===== src/rtl/acgt_pkg.sv =====
// ----------------------------------------------------------------------------
// acgt_pkg
// Sizes, command and status codes and sequencer states of the goto table build.
// ----------------------------------------------------------------------------
package acgt_pkg;

   localparam int ALPHABET   = 26;
   localparam int MAX_NODES  = 4096;
   localparam int NODE_W     = 12;
   localparam int SYM_W      = 5;
   localparam int CNT_W      = 13;
   localparam int GOTO_DEPTH = ALPHABET * MAX_NODES;
   localparam int GOTO_AW    = $clog2(GOTO_DEPTH);

   localparam logic [SYM_W-1:0] SYM_LAST = SYM_W'(ALPHABET - 1);

   localparam logic [1:0] CMD_APPEND = 2'd0;
   localparam logic [1:0] CMD_END    = 2'd1;
   localparam logic [1:0] CMD_BUILD  = 2'd2;
   localparam logic [1:0] CMD_LOOKUP = 2'd3;

   localparam logic [1:0] ST_OK      = 2'd0;
   localparam logic [1:0] ST_FULL    = 2'd1;
   localparam logic [1:0] ST_REFUSED = 2'd2;

   typedef enum logic [3:0] {
      S_CLEAR,
      S_IDLE,
      S_RD,
      S_DATA,
      S_DEPD,
      B_POP,
      B_POPD,
      B_FAIL,
      B_ADDR,
      B_RDE,
      B_RDF,
      B_ACT
   } state_type;

endpackage


===== src/rtl/acgt_addr.sv =====
// ----------------------------------------------------------------------------
// acgt_addr
// Shared address unit: registered row base plus symbol into the goto table.
// ----------------------------------------------------------------------------
module acgt_addr (
   input  logic                             clock,
   input  logic [acgt_pkg::NODE_W-1:0]      node,
   input  logic [acgt_pkg::SYM_W-1:0]       sym,
   output logic [acgt_pkg::GOTO_AW-1:0]     addr
);

   logic [acgt_pkg::GOTO_AW-1:0] addr_ff;
   logic [acgt_pkg::GOTO_AW-1:0] addr_in;

   // One narrow constant multiply and one add per cycle.
   assign addr_in = acgt_pkg::GOTO_AW'(node) * acgt_pkg::GOTO_AW'(acgt_pkg::ALPHABET)
                  + acgt_pkg::GOTO_AW'(sym);

   always_ff @(posedge clock) begin
      addr_ff <= addr_in;
   end

   assign addr = addr_ff;

endmodule


===== config.mk =====
export PLATFORM = sky130hd
export DESIGN_NAME = acgt_addr
export DESIGN_NICKNAME = d
export VERILOG_FILES = /design/src/rtl/acgt_pkg.sv /design/src/rtl/acgt_addr.sv
export SDC_FILE = /design/constraint.sdc
export NUM_CORES = 1
export LEC_CHECK = 0
export BUFFER_PORTS_ARGS = -buffer_cell sky130_fd_sc_hd__buf_2
export CAP_MARGIN = 20
export CORE_ASPECT_RATIO = 1.25
export CORE_MARGIN = 2
export CORE_UTILIZATION = 51
export CTS_CLUSTER_DIAMETER = 200
export CTS_CLUSTER_SIZE = 12
export DETAILED_ROUTE_END_ITERATION = 7
export PLACE_DENSITY_LB_ADDON = 0.1
export SLEW_MARGIN = 10
export SYNTH_ARGS = -nofsm -noshare
export SYNTH_HDL_FRONTEND = slang
export SYNTH_SLANG_ARGS = --single-unit

===== constraint.sdc =====
create_clock -name clock -period 3.3 [get_ports clock]
set_input_delay 0.33 -clock clock [delete_from_list [all_inputs] [get_ports clock]]
set_output_delay 0.33 -clock clock [all_outputs]
set_load 0.02 [all_outputs]

==> reports/results.ini <==
[power]
powerDensity_nw_per_um2 = 602
leakagePower_nw = 1.16
power_mw = 1.36
ir_drop_v = 0.000525

[setup_path]
worstSetupStartpointType = input pin
end_kind = register
crit_type = input pin to register
crit_start = node[4]
endpoint = addr[16]
cp.arrival_ps = 3190
cp_max_fo = 3
critPathRequiredTime_ps = 3470

[routing]
routed_wl_um = 2940
postRouteAntennaNets = 0
drc = 0
vias = 1425
drtPass1Iterations = 4
vias_per_cell = 4.90
drt_iter0_drc = 16
wl_per_cell_um = 10.1

[timing]
finalSetupViolations = 0
finalHoldViolCount = 0
period_needed_ps = 3010
timing.fmax_mhz = 332
worst_pin_slew_ps = 356
rsz0062_at_grt = no
setup_tns_ps = 0
relSlewSlack_pct = 76.1
drv_slew = 0
post-route-period-util_pct = 91.3

[synth]
synthCells = 199
syn_avg_cell_area_um2 = 9.41
syn-cell-area_um2 = 1870
synth.most_common_cell = inv_1
yosys-top-cells-area = ha_1, dfxtp_1, fa_1, inv_1, xnor2_1
synth_top_cell_by_area = ha_1
ys_seq_area_share_pct = 18.2
yosysTopAreaCellShare_pct = 21.4
synth_nets = 259
synthArstFlopShare_pct = 0
ys_seq_elements = 17
synth-edff-count = 0
ys_top_cells_by_count = inv_1, ha_1, dfxtp_1
synth.distinct_cells = 48
yosys_warnings = 0
synth_flop_cell = dfxtp_1

[floorplanning]
core_area_um2 = 3510
die_w_um = 58.2
die_h_um = 71.8
die_area_um2 = 4180
rows = 24
start_util_pct = 53.3
pin_count = 35

[placement]
port_buffers = 34
hpwl_um = 2720
place_congestion = 0.732

[grt]
grt_max_degree = 10
track_usage_pct = 16.4
grt_first_pass_wirelength_um = 5500
antenna_found_initial = 0
overflow = 0
grt_pass1_vias = 1372

[finish]
n_antenna_cell = 0
final_nets = 313
final_core_util_pct = 64.2
largest_register_ffs = 17
syn_to_final_growth_pct = 20.4
drive_gt1_share_pct = 29.4

[clocking]
cts_tree = done
cts_sinks = 17
cts-root-buf = clkbuf_8
cts_buffer_depth = 2
cts_buffers = 3
htree_levels = 1
hold_buffers = 0
cts.clk_slew.worst_paths_ps = 60

[status]
status = finished clean

[min_path]
hp-class = input pin to register

[job]
drv_cap = 0

## how the worst min path moves through the flow
stage / end / cells past startpoint / from
2_1_floorplan: addr[0] / 0 / sym[0]
3_3_place_gp: addr[0] / 1 / sym[0]
3_5_place_dp: addr[0] / 1 / sym[0]
4_1_cts: addr[0] / 1 / sym[0]
5_1_grt: addr[0] / 1 / sym[0]
6_report: addr[0] / 1 / sym[0]
## layer usage
metal  vias to the layer above  part of all wire (%)  track usage [%]
li1                        761                     -                -
met1                       634                    46             20.4
met2                        26                    50             29.3
met3                         4                   2.7            0.542
met4                         0                   1.6             6.98
met5                         -                     0                0
## timing repair
action / in CTS / in global routing
endpoints found under the setup margin: 0 / 1
resized for setup: 0 / 1
setup buffers: 0 / 0
## power breakdown
part / leakage, nW / switching, mW / total [mW] / internal (mW)
logic: 0.995 / 0.495 / 0.912 / 0.417
registers: 0.143 / 0.0144 / 0.303 / 0.289
clock network: 0.0228 / 0.0570 / 0.142 / 0.0853
## layout by cell type, fill, tap and decap left out, types with 2 or more instances in the layout
cell,instances
a21oi_1,4
inv_1,46
nand2b_1,3
clkbuf_8,3
nor4_2,2
o21ai_0,2
nor2_1,8
buf_2,34
a21o_1,3
ha_1,32
a21oi_4,2
buf_4,15
fa_1,10
nand3_1,3
and2_1,2
dfxtp_1,17
nor3_1,6
xnor2_1,16
nand2_1,8
xor2_1,5
## area by class of cell
class / count / area, um2
tap: 39 / 48.8
inverter: 46 / 173
clock buffer: 4 / 45.0
multi-input combinational: 136 / 1370
sequential: 17 / 340
timing repair buffer: 49 / 283
fill: 319 / 1260
## critical path, stage by stage
cell	delay, ps
buf_2	130
ha_1	270
inv_1	50
fa_1	500
inv_1	40
ha_1	360
nand2_2	80
o31ai_2	370
a221oi_2	120
buf_4	170
xnor2_2	150
nand3_2	130
a2111oi_4	340
xnor2_1	150
## metrics by stage
| step | instances | worst slack (ps) | area (um2) | hold slack (ps) |
|---|---|---|---|---|
| after floorplan | 199 | 199 | 1870 | 358 |
| after global placement | 287 | 62.6 | 2200 | 434 |
| after detailed placement | 287 | 17.1 | 2200 | 437 |
| after CTS | 291 | 270 | 2250 | 183 |
| after global routing | 291 | 44.6 | 2260 | 188 |
| final | 291 | 286 | 2260 | 187 |
## logic make-up after synthesis
kind of cell | synth area share (%)
multiplexers | 0.534
flip-flops | 18.2
XOR/XNOR | 10.7
AO/OA/AOI/OAI | 15.4
AND/OR/NAND/NOR | 13.9
buffers and inverters | 9.22
adder cells (fa/ha/maj) | 32.1
No activity file was read; power rests on OpenSTA's default activity.
